**config.mk**
```make
export PLATFORM = sky130hd
export DESIGN_NAME = heartbeat_link_supervisor_flat
export DESIGN_NICKNAME = d
export VERILOG_FILES = /design/src/rtl/hbls_pkg.sv /design/src/rtl/hbls_if.sv /design/src/rtl/hbls_cfg.sv /design/src/rtl/hbls_core.sv /design/src/rtl/heartbeat_link_supervisor.sv /design/src/flat_wrapper.sv
export SDC_FILE = /design/constraint.sdc
export NUM_CORES = 1
export LEC_CHECK = 0
export ABC_AREA = 1
export BUFFER_PORTS_ARGS = -buffer_cell sky130_fd_sc_hd__buf_4
export CORE_ASPECT_RATIO = 1.2
export CORE_MARGIN = 5
export CORE_UTILIZATION = 60
export DETAILED_ROUTE_END_ITERATION = 7
export PLACE_DENSITY = 0.87
export SYNTH_ARGS = -nofsm -noshare
export SYNTH_HDL_FRONTEND = slang
export SYNTH_SLANG_ARGS = --single-unit
```
**constraint.sdc**
```tcl
create_clock -name clk -period 17.1 [get_ports clk]
set_input_delay 1.71 -clock clk [delete_from_list [all_inputs] [get_ports clk]]
set_output_delay 1.71 -clock clk [all_outputs]
set_load 0.02 [all_outputs]
```
**src/rtl/hbls_pkg.sv**
```systemverilog
// Shared types and constants for the heartbeat link supervisor.
// No dependencies; every other file imports this package.
`default_nettype none

package hbls_pkg;

  // Operation codes carried in the mode field of an input word
  typedef enum logic [2:0] {
    MODE_HEARTBEAT = 3'd0,
    MODE_SCAN      = 3'd1,
    MODE_STALL     = 3'd2,
    MODE_TAKE_GAP  = 3'd3,
    MODE_DISARM    = 3'd4
  } mode_t;

  // Configuration register indexes
  localparam int unsigned CFG_IDX_W  = 3;
  localparam int unsigned CFG_DATA_W = 16;

  typedef enum logic [CFG_IDX_W-1:0] {
    CFG_LINK_TIMEOUT = 3'd0,
    CFG_STOP_LIMIT   = 3'd1,
    CFG_ATTRIBUTION  = 3'd2,
    CFG_CLOSED_LOOP  = 3'd3,
    CFG_IDLE_CODE    = 3'd4
  } cfg_idx_t;

  // Configuration reset values
  localparam logic [15:0] RST_LINK_TIMEOUT = 16'd500;
  localparam logic [15:0] RST_STOP_LIMIT   = 16'd1000;
  localparam logic [15:0] RST_ATTRIBUTION  = 16'd250;
  localparam logic [7:0]  RST_CLOSED_LOOP  = 8'd8;
  localparam logic [7:0]  RST_IDLE_CODE    = 8'd1;

  // Heartbeats shorter than this many bytes are ignored
  localparam logic [3:0] MIN_HB_LEN = 4'd5;

  localparam logic [15:0] DROP_MAX = 16'hFFFF;

  typedef struct packed {
    logic [15:0] link_timeout_ms;
    logic [15:0] stop_limit_ms;
    logic [15:0] attribution_ms;
    logic [7:0]  closed_loop_code;
    logic [7:0]  idle_code;
  } cfg_t;

  typedef struct packed {
    logic [2:0]  mode;
    logic [31:0] now_ms;
    logic [31:0] blind_ms;
    logic [3:0]  frame_len;
    logic [31:0] hb_error;
    logic [7:0]  hb_state;
  } in_word_t;

  typedef struct packed {
    logic        link_up;
    logic        fresh;
    logic        stop_latched;
    logic        stop_request;
    logic        link_lost;
    logic        link_established;
    logic [15:0] drop_count;
    logic [31:0] gap_report;
    logic [31:0] session_worst_gap;
    logic        state_changed;
    logic        unexplained_idle;
    logic        error_changed;
  } out_word_t;

endpackage

`default_nettype wire

```
**src/rtl/hbls_if.sv**
```systemverilog
// Valid/ready channel interfaces for input and result words.
// Depends on hbls_pkg for the payload types.
`default_nettype none

interface hbls_in_if;
  import hbls_pkg::*;

  logic     valid;
  logic     ready;
  in_word_t data;

  modport source (output valid, output data, input ready);
  modport sink   (input valid, input data, output ready);
endinterface

interface hbls_out_if;
  import hbls_pkg::*;

  logic      valid;
  logic      ready;
  out_word_t data;

  modport source (output valid, output data, input ready);
  modport sink   (input valid, input data, output ready);
endinterface

`default_nettype wire

```
**src/rtl/hbls_cfg.sv**
```systemverilog
// Configuration register file: write-only, indexed, with reset values.
// Depends on hbls_pkg.
`default_nettype none

module hbls_cfg (
  input  wire logic                             clk,
  input  wire logic                             rst_n,
  input  wire logic                             cfg_we,
  input  wire logic [hbls_pkg::CFG_IDX_W-1:0]  cfg_idx,
  input  wire logic [hbls_pkg::CFG_DATA_W-1:0] cfg_wdata,
  output hbls_pkg::cfg_t                        cfg
);
  import hbls_pkg::*;

  cfg_t cfg_r;
  cfg_t cfg_nxt;

  // Decode the write
  always_comb begin
    cfg_nxt = cfg_r;
    if (cfg_we) begin
      unique case (cfg_idx_t'(cfg_idx))
        CFG_LINK_TIMEOUT: cfg_nxt.link_timeout_ms  = cfg_wdata;
        CFG_STOP_LIMIT:   cfg_nxt.stop_limit_ms    = cfg_wdata;
        CFG_ATTRIBUTION:  cfg_nxt.attribution_ms   = cfg_wdata;
        CFG_CLOSED_LOOP:  cfg_nxt.closed_loop_code = cfg_wdata[7:0];
        CFG_IDLE_CODE:    cfg_nxt.idle_code        = cfg_wdata[7:0];
        default: ;
      endcase
    end
  end

  always_ff @(posedge clk) begin
    if (!rst_n) begin
      cfg_r.link_timeout_ms  <= RST_LINK_TIMEOUT;
      cfg_r.stop_limit_ms    <= RST_STOP_LIMIT;
      cfg_r.attribution_ms   <= RST_ATTRIBUTION;
      cfg_r.closed_loop_code <= RST_CLOSED_LOOP;
      cfg_r.idle_code        <= RST_IDLE_CODE;
    end else begin
      cfg_r <= cfg_nxt;
    end
  end

  assign cfg = cfg_r;

endmodule

`default_nettype wire

```
**src/rtl/hbls_core.sv**
```systemverilog
// Link state and per-word update logic: gap tracking, freshness, drops,
// safety stop, stall credit and edge pulses. Depends on hbls_pkg.
`default_nettype none

module hbls_core (
  input  wire logic               clk,
  input  wire logic               rst_n,
  input  wire logic               go,
  input  wire hbls_pkg::in_word_t word,
  input  wire hbls_pkg::cfg_t     cfg,
  output hbls_pkg::out_word_t     res
);
  import hbls_pkg::*;

  // State
  logic [31:0] prev_hb_r,      prev_hb_nxt;
  logic        gap_valid_r,    gap_valid_nxt;
  logic [31:0] win_gap_r,      win_gap_nxt;
  logic [31:0] sess_gap_r,     sess_gap_nxt;
  logic [15:0] credit_r,       credit_nxt;
  logic [31:0] last_hb_r,      last_hb_nxt;
  logic [31:0] last_disarm_r,  last_disarm_nxt;
  logic        up_r,           up_nxt;
  logic        ever_r,         ever_nxt;
  logic        stop_sent_r,    stop_sent_nxt;
  logic        stopped_r,      stopped_nxt;
  logic [15:0] drops_r,        drops_nxt;
  logic        axis_seen_r,    axis_seen_nxt;
  logic [7:0]  prev_axis_r,    prev_axis_nxt;
  logic        err_seen_r,     err_seen_nxt;
  logic [31:0] prev_err_r,     prev_err_nxt;

  // Datapath terms
  logic [31:0] age_diff;
  logic [31:0] age;
  logic        fresh_c;
  logic        stop_due;
  logic [31:0] gap;
  logic [31:0] sess_upd;
  logic [31:0] disarm_age;
  logic [15:0] room;
  logic [15:0] grant;
  logic [31:0] credited;
  logic [31:0] ahead;
  logic        hb_ok;

  // Heartbeat age: signed difference, floored at zero
  assign age_diff = word.now_ms - last_hb_r;
  assign age      = (age_diff == 32'd0 || age_diff[31]) ? 32'd0 : age_diff;
  assign fresh_c  = age < {16'd0, cfg.link_timeout_ms};
  assign stop_due = (cfg.stop_limit_ms != 16'd0) && ever_r && !stop_sent_r &&
                    (age >= {16'd0, cfg.stop_limit_ms});

  // Inter-frame gap and attribution window
  assign gap        = word.now_ms - prev_hb_r;
  assign sess_upd   = (gap_valid_r && gap > sess_gap_r) ? gap : sess_gap_r;
  assign disarm_age = word.now_ms - last_disarm_r;
  assign hb_ok      = word.frame_len >= MIN_HB_LEN;

  // Stall credit, bounded by the stop limit and clamped to now
  assign room     = cfg.stop_limit_ms - credit_r;
  assign grant    = (word.blind_ms > {16'd0, room}) ? room : word.blind_ms[15:0];
  assign credited = last_hb_r + {16'd0, grant};
  assign ahead    = credited - word.now_ms;

  // Next state and result word
  always_comb begin
    prev_hb_nxt     = prev_hb_r;
    gap_valid_nxt   = gap_valid_r;
    win_gap_nxt     = win_gap_r;
    sess_gap_nxt    = sess_gap_r;
    credit_nxt      = credit_r;
    last_hb_nxt     = last_hb_r;
    last_disarm_nxt = last_disarm_r;
    up_nxt          = up_r;
    ever_nxt        = ever_r;
    stop_sent_nxt   = stop_sent_r;
    stopped_nxt     = stopped_r;
    drops_nxt       = drops_r;
    axis_seen_nxt   = axis_seen_r;
    prev_axis_nxt   = prev_axis_r;
    err_seen_nxt    = err_seen_r;
    prev_err_nxt    = prev_err_r;
    res             = '0;

    if (go) begin
      unique case (mode_t'(word.mode))
        MODE_HEARTBEAT: begin
          if (hb_ok) begin
            if (gap_valid_r && gap > win_gap_r) win_gap_nxt = gap;
            sess_gap_nxt  = up_r ? sess_upd : 32'd0;
            prev_hb_nxt   = word.now_ms;
            gap_valid_nxt = 1'b1;
            credit_nxt    = 16'd0;
            up_nxt        = 1'b1;
            ever_nxt      = 1'b1;
            stop_sent_nxt = 1'b0;
            stopped_nxt   = 1'b0;
            res.link_established = !up_r;
            if (!axis_seen_r || prev_axis_r != word.hb_state) begin
              res.state_changed    = 1'b1;
              res.unexplained_idle = axis_seen_r &&
                                     word.hb_state == cfg.idle_code &&
                                     prev_axis_r == cfg.closed_loop_code &&
                                     disarm_age >= {16'd0, cfg.attribution_ms};
              axis_seen_nxt = 1'b1;
              prev_axis_nxt = word.hb_state;
            end
            if (!err_seen_r || prev_err_r != word.hb_error) begin
              res.error_changed = 1'b1;
              err_seen_nxt      = 1'b1;
              prev_err_nxt      = word.hb_error;
            end
            last_hb_nxt = word.now_ms;
          end
        end
        MODE_SCAN: begin
          res.fresh = fresh_c;
          // Drop the link when a stale scan finds it up
          if (up_r && !fresh_c) begin
            up_nxt        = 1'b0;
            res.link_lost = 1'b1;
            gap_valid_nxt = 1'b0;
            if (drops_r != DROP_MAX) drops_nxt = drops_r + 16'd1;
          end
          // Fire the one-shot stop
          if (stop_due) begin
            stop_sent_nxt    = 1'b1;
            stopped_nxt      = 1'b1;
            last_disarm_nxt  = word.now_ms;
            res.stop_request = 1'b1;
          end
        end
        MODE_STALL: begin
          if (credit_r < cfg.stop_limit_ms) begin
            credit_nxt    = credit_r + grant;
            last_hb_nxt   = (ahead != 32'd0 && !ahead[31]) ? word.now_ms : credited;
            gap_valid_nxt = 1'b0;
          end
        end
        MODE_TAKE_GAP: begin
          res.gap_report = win_gap_r;
          win_gap_nxt    = 32'd0;
        end
        MODE_DISARM: begin
          last_disarm_nxt = word.now_ms;
        end
        default: ;
      endcase
    end

    // Status after the update
    res.link_up           = up_nxt;
    res.stop_latched      = stopped_nxt;
    res.drop_count        = drops_nxt;
    res.session_worst_gap = sess_gap_nxt;
  end

  always_ff @(posedge clk) begin
    if (!rst_n) begin
      prev_hb_r     <= '0;
      gap_valid_r   <= 1'b0;
      win_gap_r     <= '0;
      sess_gap_r    <= '0;
      credit_r      <= '0;
      last_hb_r     <= '0;
      last_disarm_r <= '0;
      up_r          <= 1'b0;
      ever_r        <= 1'b0;
      stop_sent_r   <= 1'b0;
      stopped_r     <= 1'b0;
      drops_r       <= '0;
      axis_seen_r   <= 1'b0;
      prev_axis_r   <= '0;
      err_seen_r    <= 1'b0;
      prev_err_r    <= '0;
    end else begin
      prev_hb_r     <= prev_hb_nxt;
      gap_valid_r   <= gap_valid_nxt;
      win_gap_r     <= win_gap_nxt;
      sess_gap_r    <= sess_gap_nxt;
      credit_r      <= credit_nxt;
      last_hb_r     <= last_hb_nxt;
      last_disarm_r <= last_disarm_nxt;
      up_r          <= up_nxt;
      ever_r        <= ever_nxt;
      stop_sent_r   <= stop_sent_nxt;
      stopped_r     <= stopped_nxt;
      drops_r       <= drops_nxt;
      axis_seen_r   <= axis_seen_nxt;
      prev_axis_r   <= prev_axis_nxt;
      err_seen_r    <= err_seen_nxt;
      prev_err_r    <= prev_err_nxt;
    end
  end

endmodule

`default_nettype wire

```
**src/rtl/heartbeat_link_supervisor.sv**
```systemverilog
// Top level of the heartbeat link supervisor: input register, core, result register.
// Depends on hbls_pkg, hbls_if, hbls_cfg and hbls_core.
`default_nettype none

// Heartbeat link supervisor. Every accepted input word (heartbeat, scan, stall
// credit, gap take or disarm record) yields exactly one result word. The block
// takes one word per clock while the result side keeps up: a word waits in the
// input register until the core updates the link state from it, and its result
// is captured in the output register in the same cycle, to be offered from
// there. The result register lets a new word in while a finished result waits
// to be taken. Configuration writes through cfg_we/cfg_idx/cfg_wdata take
// effect on the next cycle and should be made while no word is in flight.

module heartbeat_link_supervisor (
  input  wire logic                             clk,
  input  wire logic                             rst_n,
  hbls_in_if.sink                               in_if,
  hbls_out_if.source                            out_if,
  input  wire logic                             cfg_we,
  input  wire logic [hbls_pkg::CFG_IDX_W-1:0]  cfg_idx,
  input  wire logic [hbls_pkg::CFG_DATA_W-1:0] cfg_wdata
);
  import hbls_pkg::*;

  cfg_t      cfg;
  in_word_t  in_word_r;
  logic      in_valid_r;
  out_word_t out_word_r;
  logic      out_valid_r;
  out_word_t res;
  logic      advance;
  logic      in_take;

  hbls_cfg u_cfg (
    .clk       (clk),
    .rst_n     (rst_n),
    .cfg_we    (cfg_we),
    .cfg_idx   (cfg_idx),
    .cfg_wdata (cfg_wdata),
    .cfg       (cfg)
  );

  hbls_core u_core (
    .clk   (clk),
    .rst_n (rst_n),
    .go    (advance),
    .word  (in_word_r),
    .cfg   (cfg),
    .res   (res)
  );

  // Move a word on when the result register is free or being drained
  assign advance     = in_valid_r && (!out_valid_r || out_if.ready);
  assign in_if.ready = !in_valid_r || advance;
  assign in_take     = in_if.valid && in_if.ready;

  // Hold the accepted word
  always_ff @(posedge clk) begin
    if (!rst_n) begin
      in_valid_r <= 1'b0;
    end else if (in_take) begin
      in_valid_r <= 1'b1;
    end else if (advance) begin
      in_valid_r <= 1'b0;
    end
  end

  always_ff @(posedge clk) begin
    if (in_take) begin
      in_word_r <= in_if.data;
    end
  end

  // Hold the result until taken
  always_ff @(posedge clk) begin
    if (!rst_n) begin
      out_valid_r <= 1'b0;
    end else if (advance) begin
      out_valid_r <= 1'b1;
    end else if (out_if.ready) begin
      out_valid_r <= 1'b0;
    end
  end

  always_ff @(posedge clk) begin
    if (advance) begin
      out_word_r <= res;
    end
  end

  assign out_if.valid = out_valid_r;
  assign out_if.data  = out_word_r;

  // A newly established link reports itself up
  a_estab_up: assert property (@(posedge clk) disable iff (!rst_n)
    (out_if.valid && out_if.data.link_established) |-> out_if.data.link_up)
    else $error("link_established without link_up");

  // A lost link reports itself down
  a_lost_down: assert property (@(posedge clk) disable iff (!rst_n)
    (out_if.valid && out_if.data.link_lost) |-> !out_if.data.link_up)
    else $error("link_lost with link_up");

  // A stop request always leaves the stop latched
  a_stop_latched: assert property (@(posedge clk) disable iff (!rst_n)
    (out_if.valid && out_if.data.stop_request) |-> out_if.data.stop_latched)
    else $error("stop_request without stop_latched");

  // An unexplained idle is always a state change on a heartbeat
  a_idle_change: assert property (@(posedge clk) disable iff (!rst_n)
    (out_if.valid && out_if.data.unexplained_idle) |->
      (out_if.data.state_changed && !out_if.data.fresh))
    else $error("unexplained_idle without state_changed");

endmodule

`default_nettype wire

```
**src/flat_wrapper.sv**
```systemverilog
// flat-port wrapper written by rule: the top's interface ports become plain ports
module heartbeat_link_supervisor_flat import hbls_pkg::*;
  (clk, rst_n, cfg_we, cfg_idx, cfg_wdata, in_if_valid, in_if_data, in_if_ready, out_if_valid, out_if_data, out_if_ready);
  hbls_in_if in_if_i ();
  hbls_out_if out_if_i ();
  input  wire logic clk;
  input  wire logic rst_n;
  input  wire logic cfg_we;
  input  wire logic [hbls_pkg::CFG_IDX_W-1:0] cfg_idx;
  input  wire logic [hbls_pkg::CFG_DATA_W-1:0] cfg_wdata;
  input wire logic [$bits(in_if_i.valid)-1:0] in_if_valid;
  input wire logic [$bits(in_if_i.data)-1:0] in_if_data;
  output wire logic [$bits(in_if_i.ready)-1:0] in_if_ready;
  output wire logic [$bits(out_if_i.valid)-1:0] out_if_valid;
  output wire logic [$bits(out_if_i.data)-1:0] out_if_data;
  input wire logic [$bits(out_if_i.ready)-1:0] out_if_ready;
  assign in_if_i.valid = in_if_valid;
  assign in_if_i.data = in_if_data;
  assign in_if_ready = in_if_i.ready;
  assign out_if_valid = out_if_i.valid;
  assign out_if_data = out_if_i.data;
  assign out_if_i.ready = out_if_ready;
  heartbeat_link_supervisor u_core (.clk(clk), .rst_n(rst_n), .in_if(in_if_i), .out_if(out_if_i), .cfg_we(cfg_we), .cfg_idx(cfg_idx), .cfg_wdata(cfg_wdata));
endmodule
```
==> summary.txt, run 1 <==
Run status
  • Outcome: complete, but fails checks
  • Failing checks: DRC

STA
  • Fin. Hold Viols: 0
  • Final period util: 61.77%
  • Setup tns final: 0 ns
  • Maximum clock rate: 94.67 MHz
  • Slew headroom: 17.31%
  • Worst slew pin tran: 1.239 ns
  • Worst setup margin: 6.536 ns
  • Final Skew: 0.02487 ns
  • Final setup fails: 0
  • Period minus WS final: 10.56 ns
  • RSZ-0062 raised after global routing: no
  • Slew Viols, Final: 0

Logic synthesis
  • Synth Net Count: 4,634
  • EDFF count, synth: 200
  • Leading area contributor after synthesis: dfxtp_1
  • Synthesized area per cell: 7.613 µm²
  • Seq cells post-synth: 505
  • Synthesized cell area: 31,910 µm²
  • Top FF cell, synth: dfxtp_1
  • Yosys top cell area share: 19.14%
  • Async S/R FF share, synth: 0%
  • Top post-synthesis cells by area: dfxtp_1 (19%), edfxtp_1 (19%), ha_1 (12%), nand2_1 (10%), a21oi_1 (8.0%)
  • Ys Warns: 0
  • Cell count after synthesis: 4,191
  • Yosys cell types: 61
  • Seq/Total Area, Yosys: 37.96%

Clocking
  • CTS tree: built
  • Root buf cell: clkbuf_16
  • Num CTS Buffers: 51
  • # resized after CTS: 0
  • Clock transition at the registers of the reported paths: 0.07 ns
  • Max H-tree Level: 2
  • Post-CTS Hold Fix Bufs: 0
  • Insertion delay to the later sink of the worst-skew pair: 0.62 ns
  • Clock sinks: 505
  • Deepest clock path buffer count: 3
  • Post-CTS setup buffers: 0

Floorplan
  • Die area: 57,910 µm²
  • Die Y: 262.6 µm
  • # rows: 92
  • Core ar.: 52,610 µm²
  • Top-level I/O count: 226
  • Die width: 220.5 µm
  • Initial Util: 60.65%

Setup path
  • Critical Path AT: 11.09 ns
  • Slowest cell on the critical path: nand2_2
  • Startpoint types: register
  • Max FO, Critical Path: 33
  • Worst path required time: 17.63 ns
  • Reg2reg path depth: 63
  • Largest stage delay, worst path: 0.53 ns
  • WS Path Type: register to register
  • Crit Reg-Reg Endpoint: u_core.u_core.last_hb_r[19]$_SDFFE_PN0P_
  • Crit path top cell by count: nand2_1
  • Flop2flop setup slack: 6.54 ns
  • Worst reg2reg startpoint: u_core.u_core.credit_r[2]$_SDFFE_PN0P_
  • Crit. End Element: register

Routing
  • Pre-antenna DRT Iters: 8
  • Vias: 29,100
  • Vias/cell: 5.680
  • Drt total wl: 86.69 mm
  • Residual DRC: 2
  • Wirelength per Cell: 16.92 µm
  • DR iter-0 viols: 2,579
  • Antenna-violating nets left: 0

Global routing
  • Global-route wire length before repair: 138.2 mm
  • Grt total ovfl: 0
  • Pin count of the biggest net entering global routing: 113
  • Number of global-route vias before repair: 27,670
  • Initial antenna violation count: 2
  • All-Layer GR Usage: 29.03%

Power and ir drop
  • P_sw: 932.7 µW
  • Power share of the sequential group: 41.3%
  • Clock network power share: 39.4%
  • P_leak: 15.91 nW
  • Switching Share: 29.11%
  • VDD IR max: 84.98 µV
  • Internal power: 2.271 mW
  • Logic pwr share: 19.4%
  • Cell Pwr Density: 88.80 nW/µm²

Final layout
  • Sequential Area: 12,110 µm²
  • Area growth from synthesis to layout: 13.09%
  • # nets final: 4,817
  • Layout cells sized above 1: 8.580%
  • Footprint of the multi-input gates: 16,870 µm²
  • Fill count: 4,212

Placed design
  • Placer congestion estimate: 1.005
  • IO buf count: 225
  • DPL Wire Length: 65.63 mm
  • Place WS: 6.903 ns

Min path
  • Min-delay src: u_core.u_core.last_disarm_r[25]$_SDFFE_PN0P_
  • Worst hold path depth: 2
  • Worst min path class: register to register
  • Hold-critical path endpoint: u_core.u_core.last_disarm_r[25]$_SDFFE_PN0P_

Run
  • Max Cap Viol: 0
## Yosys cell counts, drive strengths merged (12+ instances only)
library cell  instances
nor3                 55
a21oi               516
nor4                 24
xor2                103
nand2               874
nand3               171
clkbuf               97
nand4                51
edfxtp              200
o21bai               13
nor2                256
buf                  12
o221ai               14
o21ai               285
xnor2                57
ha                  301
o211ai               35
a21o                 14
inv                 666
nand3b               29
dfxtp               305
a31oi                12
a211oi               18
or2                  12
## routing by layer
metal / wire length [µm] / global-route usage, %
met1: 34750 / 37.29
met2: 41040 / 49.19
met3: 6921 / 3.825
met4: 3933 / 12.09
met5: 35 / 0
## final cells by class
cell class                 instances  area share, %
tap                              705          2.445
inverter                         668          6.970
sequential                       505          33.57
multi-input combinational       2909          46.76
antenna                            1       0.006936
clock inverter                    36          1.450
timing repair buffer             239          4.973
clock buffer                      60          3.832
## critical path, delay by kind of cell (launching register included)
family | cells | cell delay [ns]
flops | 1 | 0.36
simple gates | 26 | 3.57
buf+inv | 9 | 0.84
compound gates | 20 | 3.40
fa+ha+maj | 5 | 1.66
xor+xnor | 3 | 0.63
## layout by cell type (no fill, tap or decap), types with 10 or more instances in the layout
cell type / Yosys / routed
a211oi_1: 18 / 17
a21o_1: 14 / 14
a21oi_1: 512 / 512
a31oi_1: 12 / 12
buf_4: 0 / 239
bufinv_16: 0 / 11
clkbuf_16: 0 / 52
dfxtp_1: 305 / 305
edfxtp_1: 200 / 200
ha_1: 301 / 301
inv_1: 659 / 657
nand2_1: 867 / 867
nand3_1: 167 / 167
nand3b_1: 29 / 29
nand4_1: 51 / 51
nor2_1: 249 / 248
nor3_1: 53 / 53
nor4_1: 24 / 24
o211ai_1: 35 / 35
o21ai_0: 263 / 263
o21ai_1: 17 / 17
o21bai_1: 13 / 13
o221ai_1: 14 / 14
or2_2: 10 / 10
xnor2_1: 57 / 57
xor2_1: 103 / 103
## sequential cells by signal, summed over array words and instances, names as in the netlist, 8 cells and up
name / cells
u_core.in_word_r: 111
u_core.u_core.drops_r: 16
u_core.u_core.last_hb_r: 32
u_core.out_if.data: 89
u_core.u_cfg.cfg: 64
u_core.u_core.prev_axis_r: 8
u_core.u_core.prev_err_r: 32
u_core.u_core.last_disarm_r: 32
u_core.u_core.win_gap_r: 32
u_core.u_core.credit_r: 16
u_core.u_core.prev_hb_r: 32
u_core.u_core.sess_gap_r: 32
## worst max path at each step
stage | startpoint | to | slack, ns | cells after the start
CTS | u_core.u_core.credit_r[2]$_SDFFE_PN0P_ | u_core.u_core.last_hb_r[12]$_SDFFE_PN0P_ | 6.75 | 63
global route | u_core.u_core.credit_r[2]$_SDFFE_PN0P_ | u_core.u_core.last_hb_r[19]$_SDFFE_PN0P_ | 5.45 | 63
detailed placement | u_core.u_core.credit_r[2]$_SDFFE_PN0P_ | u_core.u_core.last_hb_r[19]$_SDFFE_PN0P_ | 6.90 | 63
floorplan | u_core.u_core.credit_r[2]$_SDFFE_PN0P_ | u_core.u_core.last_hb_r[0]$_SDFFE_PN0P_ | 8.52 | 63
global placement | u_core.u_core.credit_r[2]$_SDFFE_PN0P_ | u_core.u_core.last_hb_r[28]$_SDFFE_PN0P_ | 7.28 | 63
finish | u_core.u_core.credit_r[2]$_SDFFE_PN0P_ | u_core.u_core.last_hb_r[19]$_SDFFE_PN0P_ | 6.54 | 63
## through the flow
step	power (mW)	std cells	util (%)	cell area [µm²]	hold WS (ns)
floorplan	1.770	4191	-	31910	0.4353
global placement	1.936	5026	64.96	34170	0.4444
detailed placement	1.951	5026	64.96	34170	0.4538
CTS	3.205	5122	68.58	36080	0.4640
global route	3.341	5122	68.58	36080	0.4823
finish	3.204	5123	68.59	36080	0.4645
## cells by family (layout without fill, tap and decap cells)
| family | Yosys count | after routing | synth area share [%] |
|---|---|---|---|
| XOR/XNOR | 160 | 160 | 4.392 |
| other | 0 | 1 | 0 |
| flip-flops | 505 | 505 | 37.96 |
| buffers and inverters | 777 | 1003 | 9.243 |
| adder cells (fa/ha/maj) | 308 | 308 | 12.24 |
| AND/OR/NAND/NOR | 1488 | 1488 | 19.85 |
| AO/OA/AOI/OAI | 953 | 953 | 16.31 |
## power groups by stage
stage                     clock (mW)  sequential (mW)  combinational [mW]
after CTS                       1.27             1.32               0.610
final                           1.26             1.32               0.621
after floorplan                    0             1.35               0.424
after global placement             0             1.35               0.590
after detailed placement           0             1.35               0.604
after global routing            1.33             1.32               0.690
Power figures use the tool's default switching activity.
==> run 2, diff against run 1 <==
Settings changed: ABC_AREA 1 to 0.
Clock period 17.1 ns to 10.2 ns, I/O delays scaled along.
==> summary.txt, run 2 <==
Run status
  • Outcome: complete, no violations

Routing
  • Vias/cell: 6.015 (+5.9%)
  • Drt total wl: 85.00 mm (-1.9%)
  • Pre-antenna DRT Iters: 6 (-2)
  • Antenna-violating nets left: 0 (unchanged)
  • Wirelength per Cell: 19.02 µm (+12%)
  • DR iter-0 viols: 2,190 (-15%)
  • Residual DRC: 0 (-2)
  • Vias: 26,890 (-7.6%)

Logic synthesis
  • Adder-cell share of the synthesized area: 12.46% (+0.21 points)
  • Most numerous cell in the Yosys netlist: nand2_1
  • Largest family of logic cells by synthesized area: compound AO/OA/AOI/OAI gates
  • EDFF count, synth: 200 (unchanged)
  • Yosys top cell area share: 19.47% (+0.34 points)
  • Synth Net Count: 3,952 (-15%)
  • Synthesized cell area: 31,360 µm² (-1.7%)
  • Ys Warns: 0 (unchanged)
  • Async S/R FF share, synth: 0% (unchanged)
  • Cell count after synthesis: 3,509 (-16%)
  • Multiplexer area fraction after synthesis: 3.595% (+3.6 points)
  • Seq/Total Area, Yosys: 38.63% (+0.67 points)
  • Seq cells post-synth: 505 (unchanged)
  • Yosys cell types: 87 (+43%)
  • Complex-gate fraction of the synthesized area: 17.64% (+1.3 points)
  • Xor/xnor cell area share of the yosys netlist: 5.523% (+1.1 points)
  • Top post-synthesis cells by area: dfxtp_1 (19%), edfxtp_1 (19%), ha_1 (12%), a21oi_1 (4.3%), nand2_1 (4.0%)
  • Simple-Gate Fraction of Synth Area: 16.78% (-3.1 points)
  • Leading area contributor after synthesis: dfxtp_1
  • Top FF cell, synth: dfxtp_1
  • Synthesized area per cell: 8.936 µm² (+17%)
  • Post-synth top cells: nand2_1 (332), inv_1 (323), dfxtp_1 (305)

Setup path
  • Crit path top cell by count: a21oi_1
  • Max FO, Critical Path: 14 (-58%)
  • Slowest cell on the critical path: or4b_2
  • Critical Path AT: 10.12 ns (-0.97 ns)
  • WS Path Type: register to register
  • CP Buf/Inv Count: 4 (-5)
  • Crit. End Element: register
  • Startpoint types: register
  • Largest stage delay, worst path: 0.66 ns (+0.13 ns)
  • Worst path top cell family by delay: compound AO/OA/AOI/OAI gates
  • Worst path required time: 10.69 ns (-6.94 ns)

Global routing
  • All-Layer GR Usage: 28.69% (-0.34 points)
  • Met3 global-route usage: 4.177% (+0.35 points)
  • Grt total ovfl: 0 (unchanged)
  • Number of global-route vias before repair: 25,610 (-7.4%)
  • Pin count of the biggest net entering global routing: 78 (-31%)
  • Global-route wire length before repair: 132.8 mm (-3.9%)
  • GR peak layer: met2
  • Initial antenna violation count: 5 (+3)
  • GRT met2 Usage: 48.65% (-0.54 points)
  • Met1 Usage GRT: 34.83% (-2.5 points)

Final layout
  • Fill count: 3,859 (-8.4%)
  • Top reg by flops: u_core.in_word_r
  • Max FFs per register: 111 (unchanged)
  • Most frequent cells in the layout: nand2_1 (331), inv_1 (320), dfxtp_1 (305), ha_1 (300), nor2_1 (298)
  • # nets final: 4,168 (-13%)
  • Post-route cell area: 35,970 µm² (-0.32%)
  • Fin util: 69.73% (+1.1 points)
  • Most common cell after layout, fill and taps aside: nand2_1
  • Layout cells sized above 1: 11.86% (+3.3 points)
  • Area growth from synthesis to layout: 14.70%

Power and ir drop
  • Cell Pwr Density: 148.8 nW/µm² (+68%)
  • VDD IR max: 161.1 µV (+90%)
  • Total power: 5.352 mW (+67%)
  • P_leak: 14.78 nW (-7.1%)

Clocking
  • Num CTS Buffers: 52 (+2.0%)
  • Insertion delay to the later sink of the worst-skew pair: 0.64 ns (+0.02 ns)
  • Max H-tree Level: 2 (unchanged)
  • Root buf cell: clkbuf_16
  • Clock transition at the registers of the reported paths: 0.07 ns (about the same)
  • Post-CTS Hold Fix Bufs: 0 (unchanged)
  • Deepest clock path buffer count: 3 (unchanged)
  • Clock sinks: 505 (unchanged)
  • CTS tree: built

STA
  • Slew headroom: 20.39% (+3.1 points)
  • Final period util: 94.39% (+33 points)
  • Worst slew pin tran: 1.182 ns (-0.05744 ns)
  • Period minus WS final: 9.628 ns (-0.9357 ns)
  • Slew Viols, Final: 0 (unchanged)
  • Final setup fails: 0 (unchanged)
  • RSZ-0062 raised after global routing: no
  • Maximum clock rate: 103.9 MHz (+9.7%)
  • Setup tns final: 0 ns (unchanged)
  • Final Skew: 0.02951 ns (+0.004639 ns)
  • Fin. Hold Viols: 0 (unchanged)

Floorplan
  • # rows: 91 (-1.1%)
  • Initial Util: 60.79% (+0.14 points)
  • Die area: 56,950 µm² (-1.7%)
  • Die Y: 260.4 µm (-0.83%)
  • Top-level I/O count: 226 (unchanged)
  • Core ar.: 51,580 µm² (-2.0%)
  • Die width: 218.7 µm (-0.83%)

Placed design
  • Placer congestion estimate: 1.009 (+0.40%)
  • IO buf count: 225 (unchanged)
  • DPL Wire Length: 62.48 mm (-4.8%)
  • DP Area: 33,900 µm² (-0.81%)

Min path
  • Worst min path class: register to register

Run
  • Max Cap Viol: 0 (unchanged)
[run 2: path summary, 6_finish.rpt]
path	from	to	slack, ns	cells after the start
max	u_core.u_core.credit_r[1]$_SDFFE_PN0P_	u_core.u_core.last_hb_r[5]$_SDFFE_PN0P_	0.57	47
min	u_core.u_cfg.cfg[28]$_SDFFE_PN0P_	u_core.u_cfg.cfg[28]$_SDFFE_PN0P_	0.45	2
max reg2reg	u_core.u_core.credit_r[1]$_SDFFE_PN0P_	u_core.u_core.last_hb_r[5]$_SDFFE_PN0P_	0.57	47
min reg2reg	u_core.u_cfg.cfg[28]$_SDFFE_PN0P_	u_core.u_cfg.cfg[28]$_SDFFE_PN0P_	0.45	2
[run 2: layout make-up]
cell class                 instances  area (µm²)  area share, %
timing repair buffer             281        2130          5.921
clock inverter                    41       569.3          1.583
inverter                         323        1220          3.392
tap                              697       872.1          2.425
antenna                            4       10.01        0.02783
clock buffer                      57        1361          3.785
multi-input combinational       2562       17690          49.19
sequential                       505       12110          33.68
[run 2: cell families after synthesis]
group / count (synthesis)
and+or+nand+nor: 1101
AOI/OAI and AO/OA: 845
DFF: 505
buffers and inverters: 442
adders and majority gates: 308
xor gates and xnor gates: 196
muxes: 112
[run 2: layer usage]
metal | share of wire [%] | wire length, µm | vias up
li1 | - | - | 12950
met1 | 39 | 33380 | 12590
met2 | 48 | 40850 | 1056
met3 | 6.3 | 5346 | 287
met4 | 6.4 | 5407 | 2
met5 | 0.015 | 13 | -
[run 2: through the flow]
stage	hold slack, ns	instances	worst slack [ns]
4_1_cts	0.4556	4465	0.02616
6_report	0.4528	4470	0.5722
2_1_floorplan	0.4250	3509	0.1061
3_5_place_dp	0.4425	4366	-0.1208
5_1_grt	0.4693	4470	0.0005151
3_3_place_gp	0.4353	4366	0.2117
[run 2: power breakdown]
group | total, mW | internal, mW | switching [mW]
sequential | 2.20 | 2.16 | 0.0445
combinational | 1.02 | 0.413 | 0.611
clock | 2.12 | 1.24 | 0.886
total | 5.35 | 3.81 | 1.54
[run 2: what timing repair did]
item	in CTS	in global routing
resized for setup	4	30
setup endpoints to repair	27	32
setup buffers	1	1
pin swaps	1	9
[run 2: worst register-to-register path: cells and delay by family (launching register included)]
| family | cells | cell delay (ns) |
|---|---|---|
| fa+ha+maj | 4 | 1.21 |
| flops | 1 | 0.35 |
| simple gates | 8 | 1.37 |
| xor+xnor | 1 | 0.22 |
| compound gates | 27 | 5.09 |
| buf+inv | 4 | 0.70 |
| mux | 3 | 0.58 |
